File: src/rtl/core/sorted_table_search_top_assert.svh
// Assertion macros for the sorted table search top level.
`ifndef SORTED_TABLE_SEARCH_TOP_ASSERT_SVH
`define SORTED_TABLE_SEARCH_TOP_ASSERT_SVH

// same-cycle implication, sampled on clk_i, off during reset
`define STS_ASSERT_IMPL(lbl, ante, cons, msg) \
  lbl: assert property (@(posedge clk_i) disable iff (!rst_ni) (ante) |-> (cons)) \
    else $error(msg);

// next-cycle implication, sampled on clk_i, off during reset
`define STS_ASSERT_NEXT(lbl, ante, cons, msg) \
  lbl: assert property (@(posedge clk_i) disable iff (!rst_ni) (ante) |=> (cons)) \
    else $error(msg);

`endif

File: src/rtl/core/sts_pkg.sv
// Shared types and constants of the sorted table search block.
package sts_pkg;

  localparam int unsigned TABLE_DEPTH_DEFAULT = 16;

  localparam logic [4:0] ENTRY_COUNT_RESET = 5'd15;

  // register index taken from paddr[2]
  localparam logic CFG_ENTRY_COUNT = 1'b0;

  localparam logic [1:0] OP_WRITE  = 2'd0;
  localparam logic [1:0] OP_SORT   = 2'd1;
  localparam logic [1:0] OP_SEARCH = 2'd2;

  localparam logic [1:0] ST_WRITTEN = 2'd0;
  localparam logic [1:0] ST_SORTED  = 2'd1;
  localparam logic [1:0] ST_FOUND   = 2'd2;
  localparam logic [1:0] ST_MISSING = 2'd3;

  typedef struct packed {
    logic lt;
    logic eq;
  } cmp_res_t;

endpackage

File: src/rtl/core/sts_cmp.sv
// Shared signed 32-bit comparator used by both sort and search.
module sts_cmp (
  input  logic signed [31:0] a_i,
  input  logic signed [31:0] b_i,
  output sts_pkg::cmp_res_t  res_o
);

  assign res_o.lt = a_i < b_i;
  assign res_o.eq = a_i == b_i;

endmodule

File: src/rtl/core/sts_seq.sv
// Sequencer with table memory: write, bubble sort and binary search.
module sts_seq #(
  parameter int unsigned TABLE_DEPTH = sts_pkg::TABLE_DEPTH_DEFAULT
) (
  input  logic               clk_i,
  input  logic               rst_ni,
  input  logic [4:0]         entry_count_i,
  input  logic               s_valid_i,
  output logic               s_ready_o,
  input  logic [1:0]         op_i,
  input  logic [3:0]         index_i,
  input  logic [31:0]        value_i,
  output logic               m_valid_o,
  input  logic               m_ready_i,
  output logic [1:0]         status_o,
  output logic [31:0]        rdata_o,
  output logic [31:0]        opnd_o,
  input  sts_pkg::cmp_res_t  cmp_i
);

  localparam int unsigned AW = $clog2(TABLE_DEPTH);
  localparam int unsigned CW = $clog2(TABLE_DEPTH + 1);

  typedef enum logic [8:0] {
    S_IDLE       = 9'b000000001,
    S_PASS_START = 9'b000000010,
    S_PASS_LOAD  = 9'b000000100,
    S_PASS_RD    = 9'b000001000,
    S_PASS_CMP   = 9'b000010000,
    S_PASS_END   = 9'b000100000,
    S_SRCH_ADDR  = 9'b001000000,
    S_SRCH_CMP   = 9'b010000000,
    S_DONE       = 9'b100000000
  } state_e;

  state_e          state_q, state_d;
  logic [CW-1:0]   lo_q, lo_d, hi_q, hi_d;
  logic [CW-1:0]   idx_q, idx_d, last_q, last_d;
  logic            moved_q, moved_d;
  logic [31:0]     opnd_q, opnd_d;
  logic [1:0]      status_q, status_d;
  logic            m_valid_q, m_valid_d;
  logic [1:0]      m_status_q, m_status_d;

  logic [CW-1:0]   used_cnt, mid, idx_nxt;
  logic            mem_we, mem_re;
  logic [AW-1:0]   mem_waddr, mem_raddr;
  logic [31:0]     mem_wdata;
  logic [31:0]     mem [TABLE_DEPTH];
  logic [31:0]     rdata_q;

  assign used_cnt = (32'(entry_count_i) > TABLE_DEPTH) ? CW'(TABLE_DEPTH)
                                                        : CW'(entry_count_i);
  assign mid      = lo_q + ((hi_q - lo_q) >> 1);
  assign idx_nxt  = idx_q + CW'(1);

  always_comb begin
    state_d    = state_q;
    lo_d       = lo_q;
    hi_d       = hi_q;
    idx_d      = idx_q;
    last_d     = last_q;
    moved_d    = moved_q;
    opnd_d     = opnd_q;
    status_d   = status_q;
    m_valid_d  = m_valid_q && !m_ready_i;
    m_status_d = m_status_q;
    mem_we     = 1'b0;
    mem_waddr  = '0;
    mem_wdata  = opnd_q;
    mem_re     = 1'b0;
    mem_raddr  = '0;
    case (state_q)
      S_IDLE: begin
        if (s_valid_i) begin
          case (op_i)
            sts_pkg::OP_WRITE: begin
              mem_we    = 32'(index_i) < TABLE_DEPTH;
              mem_waddr = AW'(index_i);
              mem_wdata = value_i;
              status_d  = sts_pkg::ST_WRITTEN;
              state_d   = S_DONE;
            end
            sts_pkg::OP_SORT: begin
              status_d = sts_pkg::ST_SORTED;
              if (used_cnt < CW'(2)) begin
                state_d = S_DONE;
              end else begin
                last_d  = used_cnt - CW'(1);
                state_d = S_PASS_START;
              end
            end
            sts_pkg::OP_SEARCH: begin
              lo_d    = '0;
              hi_d    = used_cnt;
              opnd_d  = value_i;
              state_d = S_SRCH_ADDR;
            end
            default: begin
              status_d = sts_pkg::ST_MISSING;
              state_d  = S_DONE;
            end
          endcase
        end
      end
      S_PASS_START: begin
        mem_re    = 1'b1;
        mem_raddr = '0;
        idx_d     = '0;
        moved_d   = 1'b0;
        state_d   = S_PASS_LOAD;
      end
      S_PASS_LOAD: begin
        opnd_d  = rdata_q;
        state_d = S_PASS_RD;
      end
      S_PASS_RD: begin
        mem_re    = 1'b1;
        mem_raddr = idx_nxt[AW-1:0];
        state_d   = S_PASS_CMP;
      end
      S_PASS_CMP: begin
        // smaller word settles at idx, larger one is carried on
        mem_we    = 1'b1;
        mem_waddr = idx_q[AW-1:0];
        if (cmp_i.lt) begin
          mem_wdata = rdata_q;
          moved_d   = 1'b1;
        end else begin
          mem_wdata = opnd_q;
          opnd_d    = rdata_q;
        end
        idx_d   = idx_nxt;
        state_d = (idx_nxt == last_q) ? S_PASS_END : S_PASS_RD;
      end
      S_PASS_END: begin
        mem_we    = 1'b1;
        mem_waddr = last_q[AW-1:0];
        mem_wdata = opnd_q;
        if (!moved_q || last_q == CW'(1)) begin
          state_d = S_DONE;
        end else begin
          last_d  = last_q - CW'(1);
          state_d = S_PASS_START;
        end
      end
      S_SRCH_ADDR: begin
        if (lo_q < hi_q) begin
          mem_re    = 1'b1;
          mem_raddr = mid[AW-1:0];
          state_d   = S_SRCH_CMP;
        end else begin
          status_d = sts_pkg::ST_MISSING;
          state_d  = S_DONE;
        end
      end
      S_SRCH_CMP: begin
        if (cmp_i.eq) begin
          status_d = sts_pkg::ST_FOUND;
          state_d  = S_DONE;
        end else begin
          if (cmp_i.lt) begin
            lo_d = mid + CW'(1);
          end else begin
            hi_d = mid;
          end
          state_d = S_SRCH_ADDR;
        end
      end
      S_DONE: begin
        // hold here until the output register is free
        if (!m_valid_q || m_ready_i) begin
          m_valid_d  = 1'b1;
          m_status_d = status_q;
          state_d    = S_IDLE;
        end
      end
      default: begin
        state_d = S_IDLE;
      end
    endcase
  end

  always_ff @(posedge clk_i or negedge rst_ni) begin
    if (!rst_ni) begin
      state_q   <= S_IDLE;
      lo_q      <= '0;
      hi_q      <= '0;
      idx_q     <= '0;
      last_q    <= '0;
      moved_q   <= 1'b0;
      m_valid_q <= 1'b0;
    end else begin
      state_q   <= state_d;
      lo_q      <= lo_d;
      hi_q      <= hi_d;
      idx_q     <= idx_d;
      last_q    <= last_d;
      moved_q   <= moved_d;
      m_valid_q <= m_valid_d;
    end
  end

  always_ff @(posedge clk_i) begin
    opnd_q     <= opnd_d;
    status_q   <= status_d;
    m_status_q <= m_status_d;
  end

  always_ff @(posedge clk_i) begin
    if (mem_we) begin
      mem[mem_waddr] <= mem_wdata;
    end
    if (mem_re) begin
      rdata_q <= mem[mem_raddr];
    end
  end

  assign s_ready_o = state_q == S_IDLE;
  assign m_valid_o = m_valid_q;
  assign status_o  = m_status_q;
  assign rdata_o   = rdata_q;
  assign opnd_o    = opnd_q;

endmodule

File: src/rtl/core/sorted_table_search_top.sv
// Sorted table search top level: stream ports, APB register, sequencer, comparator.
// Search: binary search, at most 5 probes at table depth 16.
// Sort: up to n-1 passes over the n entries in use, stops after a swap-free pass.
// Each table read goes through the single registered read port; sort and search share the one comparator.
// Next item is taken once the previous result sits in the output register.
// Reset (async, active low) idles the sequencer, empties the output, entry_count = 15.
`include "sorted_table_search_top_assert.svh"

module sorted_table_search_top #(
  parameter int unsigned TABLE_DEPTH = sts_pkg::TABLE_DEPTH_DEFAULT
) (
  input  logic        clk_i,
  input  logic        rst_ni,
  input  logic        s_axis_tvalid,
  output logic        s_axis_tready,
  input  logic [39:0] s_axis_tdata,   // [3:0] entry_index, [35:4] data_value, [39:36] zero
  input  logic [1:0]  s_axis_tuser,   // [1:0] opcode
  output logic        m_axis_tvalid,
  input  logic        m_axis_tready,
  output logic [7:0]  m_axis_tdata,   // [1:0] status, [7:2] zero
  input  logic        psel,
  input  logic        penable,
  input  logic        pwrite,
  input  logic [2:0]  paddr,
  input  logic [31:0] pwdata,
  output logic [31:0] prdata,
  output logic        pready
);

  logic [4:0]        entry_count_q;
  logic              cfg_we;
  logic [1:0]        status;
  logic [31:0]       rdata, opnd;
  sts_pkg::cmp_res_t cmp_res;

  assign pready = 1'b1;
  assign cfg_we = psel && penable && pwrite && pready
                  && (paddr[2] == sts_pkg::CFG_ENTRY_COUNT);

  always_ff @(posedge clk_i or negedge rst_ni) begin
    if (!rst_ni) begin
      entry_count_q <= sts_pkg::ENTRY_COUNT_RESET;
    end else if (cfg_we) begin
      entry_count_q <= pwdata[4:0];
    end
  end

  assign prdata = (paddr[2] == sts_pkg::CFG_ENTRY_COUNT) ? {27'd0, entry_count_q} : '0;

  sts_seq #(
    .TABLE_DEPTH(TABLE_DEPTH)
  ) u_seq (
    .clk_i        (clk_i),
    .rst_ni       (rst_ni),
    .entry_count_i(entry_count_q),
    .s_valid_i    (s_axis_tvalid),
    .s_ready_o    (s_axis_tready),
    .op_i         (s_axis_tuser),
    .index_i      (s_axis_tdata[3:0]),
    .value_i      (s_axis_tdata[35:4]),
    .m_valid_o    (m_axis_tvalid),
    .m_ready_i    (m_axis_tready),
    .status_o     (status),
    .rdata_o      (rdata),
    .opnd_o       (opnd),
    .cmp_i        (cmp_res)
  );

  sts_cmp u_cmp (
    .a_i  (rdata),
    .b_i  (opnd),
    .res_o(cmp_res)
  );

  assign m_axis_tdata = {6'd0, status};

  // an accepted word always leaves the sequencer busy in the next cycle
  `STS_ASSERT_NEXT(a_busy_after_accept, s_axis_tvalid && s_axis_tready, !s_axis_tready,
                   "input ready right after an accepted word")

  // a result only appears as the sequencer leaves its busy phase
  `STS_ASSERT_IMPL(a_result_from_busy, $rose(m_axis_tvalid), $past(!s_axis_tready),
                   "result appeared while sequencer was idle")

endmodule

File: config.mk
export PLATFORM = sky130hd
export DESIGN_NAME = sorted_table_search_top
export DESIGN_NICKNAME = d
export VERILOG_FILES = /design/src/rtl/core/sts_pkg.sv /design/src/rtl/core/sts_cmp.sv /design/src/rtl/core/sts_seq.sv /design/src/rtl/core/sorted_table_search_top.sv
export VERILOG_INCLUDE_DIRS = /design/src /design/src/rtl/core
export SDC_FILE = /design/constraint.sdc
export NUM_CORES = 1
export LEC_CHECK = 0
export BUFFER_PORTS_ARGS = -buffer_cell sky130_fd_sc_hd__buf_2
export CAP_MARGIN = 20
export CELL_PAD_IN_SITES_DETAIL_PLACEMENT = 0
export CELL_PAD_IN_SITES_GLOBAL_PLACEMENT = 2
export CORE_AREA = 3 3 247 249
export CTS_BUF_LIST = sky130_fd_sc_hd__clkbuf_8
export CTS_CLUSTER_DIAMETER = 30
export DETAILED_ROUTE_END_ITERATION = 7
export DIE_AREA = 0 0 250 252
export PLACE_DENSITY = 0.89
export SLEW_MARGIN = 10
export SYNTH_ARGS = -nofsm -noshare
export SYNTH_HDL_FRONTEND = slang
export SYNTH_SLANG_ARGS = --single-unit
File: constraint.sdc
create_clock -name clk_i -period 7.65 [get_ports clk_i]
set_clock_uncertainty 0.2 [all_clocks]
set_input_delay 1.1475 -clock clk_i [delete_from_list [all_inputs] [get_ports clk_i]]
set_output_delay 1.1475 -clock clk_i [all_outputs]
set_load 0.01 [all_outputs]
==> metrics.cfg, run 1 <==
[setup_path]
worst_setup_path_start_kind = flip-flop
crit_slowest_cell = nor2_4
crit_chain = or3_4, or3_4, nor3_4, and3_2, nand2_1, nand2_1, nand3_1, nor2_4, buf_4
cp.arrival_ps = 5450
cp.required_ps = 7820
cpPeakStageDelay_ps = 940
crit_fanout = 39
crit_type = reg2reg
end_kind = flip-flop

[drt]
via_count = 17000
remaining_drc_errors = 0
drtAntennaViolNets = 0
drtIter0Drc = 1606
vias_per_cell = 5.73
wl_mm = 68.3
wl_per_cell_um = 23.1
firstDrtPassIters = 5

[yosys]
ys_top_cells_by_area = edfxtp_1, nand2_1, a21oi_1, dfrtp_1, ha_1
synth_warnings = 0
syn_inst = 1983
yosysMostFrequentCell = edfxtp_1
ys_seq_area_frac = 0.692
synth-async-reset-ratio = 0.0584
synth-main-ff-cell = edfxtp_1
synth_top_area_cell = edfxtp_1
synth_top_area_share = 0.658
synthesis.area_um2 = 26500
synth-edff-count = 580
synth_common_cells = edfxtp_1, nand2_1, a21oi_1
syn_avg_cell_area_um2 = 13.3
ys_seq_elements = 616
synth.distinct_cells = 76

[clock_tree]
cts_buffers = 119
cts_hold_buffers = 0
clk_pin_slew_ps = 50
cts_tree = built
cts_buffer_depth = 3
post_cts_buffers = 0
clockRootBuffer = clkbuf_8
clock_latency_ps = 740
cts_num_sinks = 616
htree_num_levels = 3
post_cts_resized = 0

[die]
rows = 89
ioPinCount = 127
dieArea_um2 = 63000
die_h_um = 252
core_area_um2 = 58900
die-width_um = 250
start_util = 0.449

[sta]
maxSlewViolCount = 0
finalCriticalPeriod_ps = 5280
fin_tns_setup_ps = 0
setup_viol = 0
worst-slew-pin-transition_ps = 1130
period_share = 0.690
fmax_mhz = 190
hold_viol_final = 0
rsz0062_at_grt = false
max_slew_margin = 0.247

[final_layout]
final_util = 0.515
fin_nets = 2222
area_delta_synth_final_pct = 14.6
postLayoutCellArea_um2 = 30300
drive_above_1_share = 0.166
fill_cells = 4914
stdcell_count = 2962

[grt]
grt_pass1_wl_mm = 101
grt_antenna_before_repair = 0
track_usage = 0.213
grt_max_degree = 180
gr-total-overflow = 0
grt_pass1_vias = 16600

[placed_design]
gp_congestion = 0.788
dp_hpwl_mm = 36.7
placed_area_um2 = 27700
portBuffers = 59
dp.cells = 2738

[status]
status = completed

[power_and_ir_drop]
p_total_mw = 8.76
power.density_nw_per_um2 = 289
power_leakage_nw = 10.6
ir_worst_vdd_mv = 0.315

[hold_path]
hold_class = reg2reg

[flow_run]
maxCapViolCount = 0

==> logic make-up (layout without fill, tap and decap cells) <==
kind of cell	after synthesis	count (layout)	synth area share
xor+xnor	22	22	0.00728
buf+inv	196	369	0.0345
fa+ha+maj	52	52	0.0251
compound gates	448	448	0.114
flops	616	616	0.692
other cells	2	35	0.000284
simple gates	565	565	0.0942
mux	82	82	0.0328
==> cells in the final DEF, fill, tap and decap left out, drive strengths merged, types with 7 or more instances in the layout <==
cell type	Yosys	routed
nor3	15	15
buf	83	94
nor2b	11	11
nor4	7	7
nand3	44	44
nand2b	7	7
o21ai	26	26
clkbuf	61	120
ha	50	50
edfxtp	580	580
dfrtp	31	31
bufinv	0	18
a22oi	23	23
a221o	32	32
a32oi	49	49
and2	33	33
mux2i	43	43
inv	52	78
clkinv	0	49
a32o	13	13
mux2	39	39
xnor2	11	11
nand2	378	378
conb	2	34
clkinvlp	0	10
nor2	44	44
xor2	11	11
a21oi	218	218
a221oi	41	41
==> per-stage QoR <==
stage | setup WS (ps) | hold slack [ps]
final | 2370 | 220
after CTS | 2350 | 222
after global routing | 2190 | 228
after detailed placement | 2370 | 211
after floorplan | 1650 | 200
after global placement | 2520 | 206
==> where the power goes <==
group          total [mW]  switching, mW  internal [mW]
clock network        3.56           1.45           2.11
logic                1.18          0.779          0.398
registers            4.03         0.0891           3.94
==> area by class of cell <==
class / instances / area [um^2] / share of cell area
antenna: 1 / 2.50 / 0.0000825
clock buffer: 120 / 1650 / 0.0545
clock inverter: 103 / 1010 / 0.0335
inverter: 52 / 195 / 0.00644
multi-input combinational: 1203 / 7580 / 0.250
sequential: 616 / 18300 / 0.604
tap: 773 / 967 / 0.0319
timing repair buffer: 94 / 596 / 0.0196
==> routing by layer <==
layer / GRT usage / wire (um) / vias up
met1: 0.281 / 28000 / 8389
met3: 0.0462 / 5640 / 158
met4: 0.0879 / 2460 / 0
met5: 0 / 0 / -
met2: 0.343 / 32200 / 731
li1: - / - / 7688
==> registers in the layout (all words and copies together), names as in the netlist, 2 cells and up <==
signal and flops:
u_seq.hi_q 5, u_seq.status_o 2, u_seq.mem 512, u_seq.status_q 2, u_seq.state_q 9, u_seq.last_q 5, u_seq.rdata_o 32, u_seq.idx_q 5
entry_count_q 5, u_seq.opnd_o 32, u_seq.lo_q 5
==> final timing paths <==
| check | from | to | slack, ps | cells past startpoint |
|---|---|---|---|---|
| min | u_seq.status_q[0] | u_seq.status_o[0] | 220 | 0 |
| min reg2reg | u_seq.status_q[0] | u_seq.status_o[0] | 220 | 0 |
| max reg2reg | u_seq.state_q[3] | u_seq.mem[2][27] | 2370 | 9 |
| min in group asynchronous | rst_ni | u_seq.lo_q[0] | 340 | 1 |
| max | u_seq.state_q[3] | u_seq.mem[2][27] | 2370 | 9 |
| max in group asynchronous | rst_ni | u_seq.idx_q[1] | 6350 | 1 |
==> worst max-delay path, delay by kind of cell, from the launching register on <==
family	cells	cell delay, ps
buf+inv	1	420
simple gates	8	3840
flops	1	420
No activity file was read; power rests on OpenSTA's default activity.
==> inputs of run 2 (changes only) <==
==> constraint.sdc (replaced) <==
create_clock -name clk_i -period 5.5 [get_ports clk_i]
set_clock_uncertainty 0.2 [all_clocks]
set_input_delay 0.825 -clock clk_i [delete_from_list [all_inputs] [get_ports clk_i]]
set_output_delay 0.825 -clock clk_i [all_outputs]
set_load 0.01 [all_outputs]
==> run 2 against run 1 <==
Effect of this change:
- count of clock-buffer cells in the layout up 2
- largest cell class unchanged
- power grew 42%
- highest routed layer unchanged
- register-to-register slack got worse by 1400 ps
==> metrics.cfg, run 2 (same netlist as run 1, synthesis figures left out) <==
[final_layout]
largest_reg_flops = 512
stdcell_count = 2979
final_common_cell = edfxtp_1
area_delta_synth_final_pct = 15.8
fill_cells = 4845
drive_above_1_share = 0.174
fin_nets = 2239
max_flop_register = u_seq.mem
final_cell_mix = edfxtp_1, nand2_1, a21oi_1

[setup_path]
end_kind = flip-flop
cpPeakStageDelay_ps = 780
crit_family = adder cells
crit_fanout = 73
cp.buffers_inverters = 3
crit_type = reg2reg
worst_setup_path_start_kind = flip-flop
crit_slowest_cell = and2_4
cp.arrival_ps = 4880
crit_chain = inv_1, ha_1, inv_1, fa_1, ha_1, fa_1, o2111ai_1, and2_4, buf_12, nand2_1, a32o_1, o22ai_1, a211o_1
cp.required_ps = 5860

[drt]
wl_mm = 68.7
vias_per_cell = 5.76
wl_per_cell_um = 23.1
drtIter0Drc = 1707
firstDrtPassIters = 5
via_count = 17200
remaining_drc_errors = 0
drtAntennaViolNets = 0

[die]
die_h_um = 252
core_area_um2 = 58900
start_util = 0.449
ioPinCount = 127
dieArea_um2 = 63000
rows = 89
die-width_um = 250

[sta]
rsz0062_at_grt = false
period_share = 0.821
maxSlewViolCount = 0
setup_viol = 0
finalCriticalPeriod_ps = 4520
final.setup.worst_slack_ps = 983
fmax_mhz = 221
max_slew_margin = 0.273
hold_viol_final = 0
fin_tns_setup_ps = 0
worst-slew-pin-transition_ps = 1090

[clock_tree]
post_cts_resized = 0
cts_num_sinks = 616
cts_buffer_depth = 3
cts_buffers = 121
clk_pin_slew_ps = 50
cts_hold_buffers = 0
clockRootBuffer = clkbuf_8
clock_latency_ps = 720
htree_num_levels = 3
cts_tree = built
post_cts_buffers = 0

[power_and_ir_drop]
power_leakage_nw = 10.7
ir_worst_vdd_mv = 0.508
power.density_nw_per_um2 = 405

[grt]
track_usage = 0.214
grt_antenna_before_repair = 0
grt_max_degree = 74
grt_pass1_vias = 16700
grt_pass1_wl_mm = 102
gr-total-overflow = 0

[placed_design]
dp_hpwl_mm = 37.7
dp.cells = 2753
portBuffers = 59
gp_congestion = 0.813
place_ws_ps = 1030

[status]
status = completed

[flow_run]
maxCapViolCount = 0

[hold_path]
hold_class = in2async

## run 2: cell types whose count changed in the layout (fill, tap and decap cells not counted), moves of 3 or more
| cell | before | now |
|---|---|---|
| bufinv_16 | 18 | 21 |
| buf_12 | 3 | 13 |
| inv_12 | 3 | 0 |
| buf_4 | 32 | 37 |
## run 2: path summary, 6_finish.rpt
| kind | slack, ps | start | depth (start not counted) | end |
|---|---|---|---|---|
| worst max-delay path | 980 | u_seq.hi_q[0] | 13 | u_seq.rdata_o[24] |
| worst min-delay path | 30 | rst_ni | 1 | u_seq.lo_q[4] |
| worst max register to register | 980 | u_seq.hi_q[0] | 13 | u_seq.rdata_o[24] |
| worst min register to register | 230 | u_seq.status_q[1] | 0 | u_seq.status_o[1] |
| max in group asynchronous | 4510 | rst_ni | 1 | u_seq.idx_q[0] |
| min in group clk_i | 140 | pwdata[0] | 2 | entry_count_q[0] |
## run 2: per-stage QoR
stage / total power, mW / hold WS [ps] / utilization / instance area (um^2)
5_1_grt: 12.9 / 69.6 / 0.520 / 30600
3_3_place_gp: 7.32 / 208 / 0.474 / 27900
6_report: 12.4 / 31.1 / 0.520 / 30700
4_1_cts: 12.5 / 8.32 / 0.520 / 30600
3_5_place_dp: 7.37 / 219 / 0.474 / 27900
2_1_floorplan: 6.78 / 200 / - / 26600
## run 2: routing by layer
| metal | track usage | share of wire | routed length (um) | up-vias |
|---|---|---|---|---|
| met5 | 0 | 0 | 0 | - |
| met2 | 0.347 | 0.48 | 32900 | 730 |
| met4 | 0.0750 | 0.025 | 1690 | 0 |
| met3 | 0.0379 | 0.077 | 5290 | 115 |
| met1 | 0.294 | 0.42 | 28800 | 8597 |
| li1 | - | - | - | 7710 |
## run 2: report_power, final
group / switching (mW) / total, mW / internal (mW)
Combinational: 1.11 / 1.70 / 0.586
Sequential: 0.127 / 5.61 / 5.48
Clock: 2.01 / 5.10 / 3.09
Total: 3.25 / 12.4 / 9.15
## run 2: cell type report
type,instances,area (um^2),area share
multi-input cells,1203,7590,0.248
clock buffers,122,1680,0.0548
clock inverters,103,1060,0.0346
inverters,52,195,0.00637
repair buffers,109,833,0.0272
flip-flops and latches,616,18300,0.598
well taps,773,967,0.0316
diodes,1,2.50,0.0000816
